`src/rtl/gif_lzw_pkg.sv`:
```
// Shared types and constants of the GIF LZW encoder.
// No dependencies; every other file of the block but gif_lzw_if uses it.
package gif_lzw_pkg;

   localparam int PIX_W     = 8;
   localparam int CODE_W    = 12;
   localparam int WIDTH_W   = 4;
   localparam int FREE_W    = CODE_W + 1;
   localparam int HASH_W    = 13;
   localparam int EPOCH_W   = 8;
   localparam int KEY_W     = CODE_W + PIX_W;
   localparam int PACK_W    = 20;
   localparam int PCNT_W    = 5;

   localparam logic [CODE_W-1:0]  CLEAR_CODE    = 12'd256;
   localparam logic [CODE_W-1:0]  END_CODE      = 12'd257;
   localparam logic [FREE_W-1:0]  FIRST_FREE    = 13'd258;
   localparam logic [FREE_W-1:0]  TABLE_CODES   = 13'd4096;
   localparam logic [WIDTH_W-1:0] START_WIDTH   = 4'd9;
   localparam logic [WIDTH_W-1:0] MAX_CODE_BITS = 4'd12;

   // one pixel as classified by the front end
   typedef struct packed {
      logic [PIX_W-1:0] pix;
      logic             eof;
      logic             first;
   } item_type;

   // one code handed to the bit packer
   typedef struct packed {
      logic [CODE_W-1:0]  code;
      logic [WIDTH_W-1:0] width;
      logic               flush;
   } code_req_type;

   // one slot of the hashed dictionary
   typedef struct packed {
      logic [EPOCH_W-1:0] tag;
      logic [KEY_W-1:0]   key;
      logic [CODE_W-1:0]  code;
   } entry_type;

endpackage

```
`src/rtl/gif_lzw_fifo.sv`:
```
// Two-entry item queue between the front end and the dictionary engine.
// Depends on gif_lzw_pkg.
module gif_lzw_fifo (
   input  logic                 clock,
   input  logic                 reset,
   input  logic                 push,
   input  gif_lzw_pkg::item_type push_item,
   output logic                 full,
   input  logic                 pop,
   output logic                 not_empty,
   output gif_lzw_pkg::item_type pop_item
);
   gif_lzw_pkg::item_type slot_ff [2];
   logic       wptr_ff, wptr_in;
   logic       rptr_ff, rptr_in;
   logic [1:0] cnt_ff,  cnt_in;

   assign full      = cnt_ff == 2'd2;
   assign not_empty = cnt_ff != 2'd0;
   assign pop_item  = slot_ff[rptr_ff];

   // pointer and fill bookkeeping
   always_comb begin
      wptr_in = push ? ~wptr_ff : wptr_ff;
      rptr_in = pop  ? ~rptr_ff : rptr_ff;
      cnt_in  = cnt_ff + {1'b0, push} - {1'b0, pop};
   end

   always_ff @(posedge clock) begin
      if (reset) begin
         wptr_ff <= 1'b0;
         rptr_ff <= 1'b0;
         cnt_ff  <= 2'd0;
      end else begin
         wptr_ff <= wptr_in;
         rptr_ff <= rptr_in;
         cnt_ff  <= cnt_in;
      end
   end

   // payload storage
   always_ff @(posedge clock) begin
      if (push) begin
         slot_ff[wptr_ff] <= push_item;
      end
   end
endmodule

```
`config.mk`:
```
export PLATFORM = sky130hd
export DESIGN_NAME = gif_lzw_fifo
export DESIGN_NICKNAME = d
export VERILOG_FILES = /design/src/rtl/gif_lzw_pkg.sv /design/src/rtl/gif_lzw_fifo.sv
export SDC_FILE = /design/constraint.sdc
export NUM_CORES = 1
export LEC_CHECK = 0
export BUFFER_PORTS_ARGS = -buffer_cell sky130_fd_sc_hd__buf_2
export CORE_MARGIN = 2
export CORE_UTILIZATION = 53
export DETAILED_ROUTE_END_ITERATION = 16
export GPL_TIMING_DRIVEN = 1
export PLACE_DENSITY_LB_ADDON = 0.15
export SLEW_MARGIN = 10
export SYNTH_ARGS = -nofsm -noshare
export SYNTH_HDL_FRONTEND = slang
export SYNTH_SLANG_ARGS = --single-unit
```
`constraint.sdc`:
```
create_clock -name clock -period 3.17 [get_ports clock]
set_input_delay 0.4755 -clock clock [delete_from_list [all_inputs] [get_ports clock]]
set_output_delay 0.4755 -clock clock [all_outputs]
set_load 0.02 [all_outputs]
```
==> summary.md <==
| Metric | Value |
|---|---|
| Outcome | completed |
| Final wirelength | 1.19 mm |
| #FFs+latches synth | 25 |
| Final setup TNS | 0 ns |
| CORE AREA | about 0.0017 sq mm |
| Clock Path Buffers | 2 |
| VDD IR-drop max | 0.420 mV |
| TritonCTS clock tree | done |
| RSZ-0062 raised after global routing | false |
| Largest net degree at the start of global routing | 16 |
| Post-route cell area | 0.00111 sq mm |
| Slew @ Worst Pin | approximately 0.85 ns |
| First-pass GRT wire length | 1.68 mm |
| Die outline width | 46.1 um |
| Grt met3 use | 2.35% |
| YS warnings | 0 |
| Post-Synthesis Cells | 52 |
| Initial antenna violation count | 0 |
| Share of cells above drive strength 1 | 36.3% |
| Cell variety after synth | 12 |
| Dpl ws | 1.50 ns |
| Critical Path Source Type | flip-flop |
| Non-filler cells, final | 97 |
| Initial drt markers | 12 |
| Initial DRT Pass Iterations | 4 |
| Endpoint class of the critical path | primary output |
| GPL Wtd Cong | 0.671 |
| Min-Delay Path Class | in -> reg |
| # diodes | 0 |
| Row cnt | 15 |
| Utilization after layout | 65.6% |
| PwrDens | 580 mW/mm^2 |
| FMAX | roughly 520 MHz |
| Slew margin rel. | 43.5% |
| Port bufs | 25 |
| Reg2Reg Depth | 1 |
| Initial Utilization | 55.6% |
| Tot Pwr | 0.643 mW |
| Max-slew violation count | 0 |
| Fillers | 119 |
| Placed Area | 0.00108 sq mm |
| Mapped Nets | 68 |
| Lkg Pwr | about 0.44 nW |
| Post-Syn Area per Cell | 18.1 sq um |
| Hold Path Cell Cnt | 1 |
| Most common cell after layout, fill and taps aside | buf_2 |
| Final ANT Viol Nets | 0 |
| Synth area leader | edfxtp_1 |
| Grt met2 use | 18.9% |
| Final nets | 97 |
| I/O pins | 26 |
| Clock-pin slew on the worst setup and hold paths | 0.13 ns |
| Drt via density | 5.06 |
| Via count | 491 |
| Most frequent cells in the layout | buf_2, edfxtp_1, mux2_1 |
| Hold buffers post-CTS | 0 |
| Chip height | 46.1 um |
| Dpl cells | 93 |
| Grt ovf | 0 |
| Clk_skew | 0.00960 ns |
| Post-Syn Area | 940 sq um |
| Fin crit share | between 60% and 70% |
| Tmin final | between 1.5 and 2 ns |
| Met1 Resource Use GR | 14.4% |
| Clk Latency, worst-skew pair | 0.31 ns |
| DP HPWL | 863 um |
| Crit Path Category | reg -> out |
| Count of final setup violators | 0 |
| Number of max-cap violations | 0 |
| Multi-input gate area | 224 sq um |
| Worst EP arrival | 1.45 ns |
| Cts repair resizes | 0 |
| Ranking of synthesized cells by area | edfxtp_1, mux2_1, dfxtp_1 |
| Crit path required time | between 2 and 3 ns |
| Clock sinks | 25 |
| Drt wl/cell | 12.3 um |
| Die ar. | approximately 0.0021 sq mm |
| Synth top area share | 63.9% |
| Hold Vio Cnt, Final | 0 |
| Hold slack final | roughly 0.34 ns |
| Area Overhead vs Synth | 18.0% |
| Final WS setup | 1.24 ns |
| Drc violations | 0 |
| Vias in the first global route | 427 |
| CP Max Fanout | 10 |
| Sequential-to-total area share from yosys stat | 74.6% |
| GR peak layer | met2 |
| Post-CTS Setup Repair Bufs | 0 |
| Total CTS buffers | 3 |
| Clock root cell | clkbuf_4 |
| Reg area | 701 sq um |
| GRT Total Usage | between 10% and 20% |
| H-Tree Depth | 1 |
-- logic make-up (layout without fill, tap and decap cells) --
group / after synthesis / in the layout / synth area share, %
DFF: 25 / 25 / 74.6
xor gates and xnor gates: 3 / 3 / 4.26
buffers and inverters: 3 / 31 / 1.60
and+or+nand+nor: 9 / 9 / 4.93
muxes: 10 / 10 / 12.0
adders and majority gates: 2 / 2 / 2.66
-- layer usage --
metal  vias up  wire length [um]
met5         -                 0
met4         0                 0
met3         0                59
met2        17               629
met1       231               502
li1        243                 -
-- sequential cells by signal, indices dropped and copies added (netlist names), named ones only --
register / count
slot_ff: 20
cnt_ff: 2
rptr_ff: 1
wptr_ff: 1
-- worst paths after layout --
| check | from | endpoint | slack, ns |
|---|---|---|---|
| worst max-delay path | flip-flop | pop_item[1] | 1.24 |
| worst min-delay path | push_item[1] | slot_ff[1][1]$_DFFE_PP_ | 0.34 |
| worst max register to register | wptr_ff$_SDFFE_PP0P_ | slot_ff[0][7]$_DFFE_PP_ | 1.79 |
| worst min register to register | rptr_ff$_SDFFE_PP0P_ | rptr_ff$_SDFFE_PP0P_ | 0.54 |
-- power breakdown --
part           total [mW]  leakage, nW  internal, mW  switching, mW
clock network       0.136       0.0139        0.0480         0.0880
registers           0.395        0.229         0.381         0.0132
logic               0.112        0.200        0.0520         0.0604
total               0.643        0.443         0.481          0.162
-- critical path, stage by stage (launching register included) --
cell,delay (ns)
dfxtp_1,0.62
mux2_1,0.38
buf_2,0.16
-- cells in the mapped netlist --
master    instances
edfxtp_1         20
mux2_1           10
dfxtp_1           5
nor2_1            4
nor2b_1           3
ha_1              2
inv_1             2
xnor2_1           2
and2_1            1
buf_4             1
or2_1             1
xnor3_1           1
-- area by class of cell --
cell class	instances	area share, %
Multi-Input combinational cell	24	20.2
Clock inverter	1	0.677
Timing Repair Buffer	25	11.3
Sequential cell	25	63.2
Clock buffer	3	2.03
Tap cell	17	1.92
Inverter	2	0.677
(Power assumes the default switching activity.)
