File: config.mk
export PLATFORM = sky130hd
export DESIGN_NAME = gif_lzw_pack_flat
export DESIGN_NICKNAME = d
export VERILOG_FILES = /design/src/rtl/gif_lzw_pkg.sv /design/src/rtl/gif_lzw_if.sv /design/src/rtl/gif_lzw_pack.sv /design/src/flat_wrapper.sv
export SDC_FILE = /design/constraint.sdc
export NUM_CORES = 1
export LEC_CHECK = 0
export BUFFER_PORTS_ARGS = -buffer_cell sky130_fd_sc_hd__buf_4
export CELL_PAD_IN_SITES_DETAIL_PLACEMENT = 2
export CELL_PAD_IN_SITES_GLOBAL_PLACEMENT = 2
export CORE_ASPECT_RATIO = 0.7
export CORE_MARGIN = 1
export CORE_UTILIZATION = 34
export CTS_CLUSTER_SIZE = 8
export DETAILED_ROUTE_END_ITERATION = 10
export GPL_ROUTABILITY_DRIVEN = 0
export PLACE_DENSITY_LB_ADDON = 0.08
export SLEW_MARGIN = 5
export SYNTH_ARGS = -nofsm -noshare
export SYNTH_HDL_FRONTEND = slang
export SYNTH_SLANG_ARGS = --single-unit
File: constraint.sdc
create_clock -name clock -period 2.6 [get_ports clock]
set_clock_uncertainty 0.1 [all_clocks]
set_input_delay 0.26 -clock clock [delete_from_list [all_inputs] [get_ports clock]]
set_output_delay 0.26 -clock clock [all_outputs]
set_load 0.03 [all_outputs]
File: src/rtl/gif_lzw_pkg.sv
// Shared types and constants of the GIF LZW encoder.
// No dependencies; every other file of the block but gif_lzw_if uses it.
package gif_lzw_pkg;

   localparam int PIX_W     = 8;
   localparam int CODE_W    = 12;
   localparam int WIDTH_W   = 4;
   localparam int FREE_W    = CODE_W + 1;
   localparam int HASH_W    = 13;
   localparam int EPOCH_W   = 8;
   localparam int KEY_W     = CODE_W + PIX_W;
   localparam int PACK_W    = 20;
   localparam int PCNT_W    = 5;

   localparam logic [CODE_W-1:0]  CLEAR_CODE    = 12'd256;
   localparam logic [CODE_W-1:0]  END_CODE      = 12'd257;
   localparam logic [FREE_W-1:0]  FIRST_FREE    = 13'd258;
   localparam logic [FREE_W-1:0]  TABLE_CODES   = 13'd4096;
   localparam logic [WIDTH_W-1:0] START_WIDTH   = 4'd9;
   localparam logic [WIDTH_W-1:0] MAX_CODE_BITS = 4'd12;

   // one pixel as classified by the front end
   typedef struct packed {
      logic [PIX_W-1:0] pix;
      logic             eof;
      logic             first;
   } item_type;

   // one code handed to the bit packer
   typedef struct packed {
      logic [CODE_W-1:0]  code;
      logic [WIDTH_W-1:0] width;
      logic               flush;
   } code_req_type;

   // one slot of the hashed dictionary
   typedef struct packed {
      logic [EPOCH_W-1:0] tag;
      logic [KEY_W-1:0]   key;
      logic [CODE_W-1:0]  code;
   } entry_type;

endpackage

File: src/rtl/gif_lzw_if.sv


interface gif_lzw_rsp_if;
   logic       valid;
   logic       ready;
   logic [7:0] code_byte;
   logic       stream_end;
   modport source (output valid, code_byte, stream_end, input ready);
   modport sink   (input valid, code_byte, stream_end, output ready);
endinterface

File: src/rtl/gif_lzw_pack.sv
// Bit packer: packs variable-width codes LSB first and drives the byte channel.
// Depends on gif_lzw_pkg and gif_lzw_if.
module gif_lzw_pack (
   input  logic                      clock,
   input  logic                      reset,
   input  logic                      code_valid,
   input  gif_lzw_pkg::code_req_type code_req,
   output logic                      code_ready,
   gif_lzw_rsp_if.source             rsp_chan
);
   logic [gif_lzw_pkg::PACK_W-1:0] buf_ff, buf_in;
   logic [gif_lzw_pkg::PCNT_W-1:0] cnt_ff, cnt_in;
   logic       flush_ff, flush_in;
   logic       out_valid_ff, out_valid_in;
   logic [7:0] out_byte_ff, out_byte_in;
   logic       out_end_ff, out_end_in;
   logic       can_out, emit, take, last;
   logic [gif_lzw_pkg::CODE_W-1:0] masked;

   assign rsp_chan.valid      = out_valid_ff;
   assign rsp_chan.code_byte  = out_byte_ff;
   assign rsp_chan.stream_end = out_end_ff;

   assign code_ready = (cnt_ff < 5'd8) & ~flush_ff;

   always_comb begin
      // keep only the low width bits of the code
      for (int i = 0; i < gif_lzw_pkg::CODE_W; i++) begin
         masked[i] = code_req.code[i] & (4'(i) < code_req.width);
      end
      can_out = ~out_valid_ff | rsp_chan.ready;
      take    = code_valid & code_ready;
      emit    = can_out & ((cnt_ff >= 5'd8) | (flush_ff & (cnt_ff != 5'd0)));
      last    = flush_ff & (cnt_ff <= 5'd8);

      buf_in       = buf_ff;
      cnt_in       = cnt_ff;
      flush_in     = flush_ff;
      out_valid_in = out_valid_ff & ~rsp_chan.ready;
      out_byte_in  = out_byte_ff;
      out_end_in   = out_end_ff;

      if (take) begin
         buf_in   = buf_ff | (20'(masked) << cnt_ff);
         cnt_in   = cnt_ff + 5'(code_req.width);
         flush_in = code_req.flush;
      end else if (emit) begin
         out_valid_in = 1'b1;
         out_byte_in  = buf_ff[7:0];
         out_end_in   = last;
         if (last) begin
            buf_in   = '0;
            cnt_in   = '0;
            flush_in = 1'b0;
         end else begin
            buf_in = buf_ff >> 8;
            cnt_in = cnt_ff - 5'd8;
         end
      end
   end

   always_ff @(posedge clock) begin
      if (reset) begin
         buf_ff       <= '0;
         cnt_ff       <= '0;
         flush_ff     <= 1'b0;
         out_valid_ff <= 1'b0;
      end else begin
         buf_ff       <= buf_in;
         cnt_ff       <= cnt_in;
         flush_ff     <= flush_in;
         out_valid_ff <= out_valid_in;
      end
      out_byte_ff <= out_byte_in;
      out_end_ff  <= out_end_in;
   end

   a_cnt_range: assert property (@(posedge clock) disable iff (reset)
      cnt_ff < 5'd20) else $error("pack count overflow");
   a_flush_clean: assert property (@(posedge clock) disable iff (reset)
      (emit & last) |=> (cnt_ff == 5'd0) && (buf_ff == '0))
      else $error("packer not clean after stream end");
   a_no_take_flush: assert property (@(posedge clock) disable iff (reset)
      flush_ff |-> !take) else $error("code taken while flushing");
endmodule

File: src/flat_wrapper.sv
// flat-port wrapper written by rule: the top's interface ports become plain ports
module gif_lzw_pack_flat 
  (clock, reset, code_valid, code_req, code_ready, rsp_chan_valid, rsp_chan_code_byte, rsp_chan_stream_end, rsp_chan_ready);
  gif_lzw_rsp_if rsp_chan_i ();
  input  logic clock;
  input  logic reset;
  input  logic code_valid;
  input  gif_lzw_pkg::code_req_type code_req;
  output logic code_ready;
  output wire logic [$bits(rsp_chan_i.valid)-1:0] rsp_chan_valid;
  output wire logic [$bits(rsp_chan_i.code_byte)-1:0] rsp_chan_code_byte;
  output wire logic [$bits(rsp_chan_i.stream_end)-1:0] rsp_chan_stream_end;
  input wire logic [$bits(rsp_chan_i.ready)-1:0] rsp_chan_ready;
  assign rsp_chan_valid = rsp_chan_i.valid;
  assign rsp_chan_code_byte = rsp_chan_i.code_byte;
  assign rsp_chan_stream_end = rsp_chan_i.stream_end;
  assign rsp_chan_i.ready = rsp_chan_ready;
  gif_lzw_pack u_core (.clock(clock), .reset(reset), .code_valid(code_valid), .code_req(code_req), .code_ready(code_ready), .rsp_chan(rsp_chan_i));
endmodule
==> impl_metrics.env <==
export IMPL_status="finished, final reports clean"
export IMPL_synth_distinct_cells=66
export IMPL_setup_viol=0
export IMPL_synth_seq_area_share=0.322
export IMPL_io_pins=32
export IMPL_max_cap_violations=0
export IMPL_grt_max_degree=32
export IMPL_cts_made_buffers=5
export IMPL_tightest_slew_ns=0.682
export IMPL_arrival_ns=2.56
export IMPL_dieArea_um2=7760
export IMPL_cts_setup_buffers=0
export IMPL_firstDrtPassIters=4
export IMPL_avgViaCountPerCell=6.18
export IMPL_grt_ovfl_total=0
export IMPL_path_max_fanout=12
export IMPL_p_leak_nw=1.12
export IMPL_synth_nets=337
export IMPL_critPathRequiredTime_ns=2.72
export IMPL_portBuffers=31
export IMPL_clk_path_buf_depth=2
export IMPL_synthFlopType="dfxtp_1"
export IMPL_period_share=0.937
export IMPL_layout_common_cells="buf_4, nand2_1, dfxtp_1, a21oi_1"
export IMPL_powerDensity_nw_per_um2=1080
export IMPL_synthArstFlopShare=0
export IMPL_yosysWarningCount=0
export IMPL_die_x_um=105
export IMPL_cts_sinks=36
export IMPL_h_tree_depth=2
export IMPL_num_rows=25
export IMPL_switching_share=0.493
export IMPL_numPlacedInstances=424
export IMPL_num_vias=2668
export IMPL_endpoint_kind="flop"
export IMPL_syn_to_final_growth_pct=16.9
export IMPL_core_um2=6940
export IMPL_syn_cell_area_um2=2520
export IMPL_synth_cells=310
export IMPL_setup_ws_ns=0.163
export IMPL_clk_pin_slew_ns=0.08
export IMPL_final_cells=432
export IMPL_hp_class="in -> reg"
export IMPL_cts_root_buffer="clkbuf_8"
export IMPL_finish_utilization=0.424
export IMPL_drive_gt1_frac=0.180
export IMPL_die_h_um=74.0
export IMPL_hold_viol=0
export IMPL_wl_met3_um=456
export IMPL_dp_slack_ns=0.143
export IMPL_grt_pass1_vias=2672
export IMPL_power_frac_comb=0.595
export IMPL_setup_tns_ns=0
export IMPL_finalMaxSlewViolations=0
export IMPL_top_layer_used="met4"
export IMPL_fmax_mhz=410
export IMPL_final_antenna_net_count=0
export IMPL_seqPwrFrac=0.281
export IMPL_initial_core_util=0.363
export IMPL_diodes=0
export IMPL_grt_first_pass_wirelength_mm=15.2
export IMPL_maxSlewHeadroom=0.545
export IMPL_routed_wl_met2_mm=4.23
export IMPL_worstSetupPathType="reg -> reg"
export IMPL_rsz0062_at_grt="false"
export IMPL_drt_initial_drc_count=146
export IMPL_wl_met1_mm=4.75
export IMPL_post_drt_wl_per_cell_um=22.0
export IMPL_startpoint_type="flop"
export IMPL_power_switching_mw=1.57
export IMPL_clkPwrFrac=0.124
export IMPL_synth_edff_count=9
export IMPL_drc=0
export IMPL_antenna_found_initial=0
export IMPL_synth_avg_cell_area_um2=8.12
export IMPL_grt_use_total=0.258
export IMPL_hpwl_mm=7.36
export IMPL_final_nets=364
export IMPL_tritoncts="built"
export IMPL_synth_seq_cells=36
export IMPL_vdd_drop_max_v=0.000624
export IMPL_p_int_mw=1.61
export IMPL_layout_commonest_cell="buf_4"
export IMPL_clock_latency_ns=0.29
export IMPL_wl_mm=9.50
export IMPL_fin_crit_ns=2.44
==> power groups by stage <==
stage | combinational (mW) | sequential (mW) | clock (mW)
finish | 1.89 | 0.892 | 0.395
global route | 2.05 | 0.911 | 0.424
CTS | 1.87 | 0.895 | 0.399
detailed placement | 1.86 | 0.902 | 0
global placement | 1.80 | 0.890 | 0
floorplan | 1.07 | 1.03 | 0
==> worst max-delay path, cell delays in order (launching register included) <==
cell	delay [ns]
dfxtp_1	0.42
inv_1	0.19
ha_1	0.28
nor2b_1	0.30
o21ai_2	0.13
a21oi_1	0.56
o2bb2a_1	0.30
o211ai_1	0.08
==> area by class of cell <==
cell class	instances	area [um2]
Clock buffer	7	76.3
Clock inverter	1	5.00
Fill cell	802	4000
Inverter	9	35.0
Multi-Input combinational cell	242	1580
Sequential cell	36	811
Tap cell	94	118
Timing Repair Buffer	43	323
==> metal layers <==
layer / vias to the layer above / global-route usage
met3: 9 / 0.0482
met2: 53 / 0.419
met4: 0 / 0.0391
met1: 1354 / 0.367
li1: 1252 / -
met5: - / 0
==> repair_timing <==
item,4_1_cts,5_1_grt
hold buffers,0,0
setup endpoints to repair,0,20
gates resized for setup,0,3
==> Yosys cell counts (6+ instances only) <==
library cell | instances | area (um2)
nand3_1 | 15 | 75.1
nor2b_1 | 7 | 43.8
o211ai_1 | 6 | 45.0
a21oi_1 | 24 | 120
nor3_1 | 11 | 55.1
a31oi_1 | 10 | 62.6
inv_1 | 7 | 26.3
nand2_1 | 35 | 131
edfxtp_1 | 9 | 270
clkbuf_1 | 7 | 26.3
buf_2 | 14 | 70.1
o21ai_0 | 13 | 65.1
nor2_1 | 15 | 56.3
dfxtp_1 | 27 | 541
==> kinds of logic after synthesis <==
logic type	count (synthesis)	synth area share
and+or+nand+nor	110	0.220
buffers and inverters	32	0.0547
adders and majority gates	7	0.0368
AOI/OAI and AO/OA	118	0.338
DFF	36	0.322
muxes	5	0.0219
xor gates and xnor gates	2	0.00696
==> through the flow <==
stage	power (mW)	hold slack [ns]	cell area [um2]
floorplan	2.10	0.296	2520
global placement	2.69	0.316	2850
detailed placement	2.76	0.318	2850
CTS	3.16	0.115	2940
global route	3.38	0.123	2940
finish	3.18	0.113	2940
==> final timing paths <==
check / startpoint / end / slack [ns] / depth (start not counted)
max reg2reg: u_core.cnt_ff[4]$_SDFFE_PP0P_ / u_core.buf_ff[12]$_SDFFE_PP0P_ / 0.16 / 7
min reg2reg: u_core.buf_ff[2]$_SDFFE_PP0P_ / u_core.rsp_chan.code_byte[2]$_DFFE_PP_ / 0.33 / 0
max: u_core.cnt_ff[4]$_SDFFE_PP0P_ / u_core.buf_ff[12]$_SDFFE_PP0P_ / 0.16 / 7
min: code_req[0] / u_core.flush_ff$_SDFFE_PP0P_ / 0.11 / 3
==> sequential cells by signal, summed over array words and instances, names as in the netlist <==
signal and count:
u_core.buf_ff 20, u_core.cnt_ff 5, u_core.flush_ff 1, u_core.rsp_chan.code_byte 8, u_core.rsp_chan.stream_end 1, u_core.rsp_chan.valid 1
No activity file was read; power rests on OpenSTA's default activity.
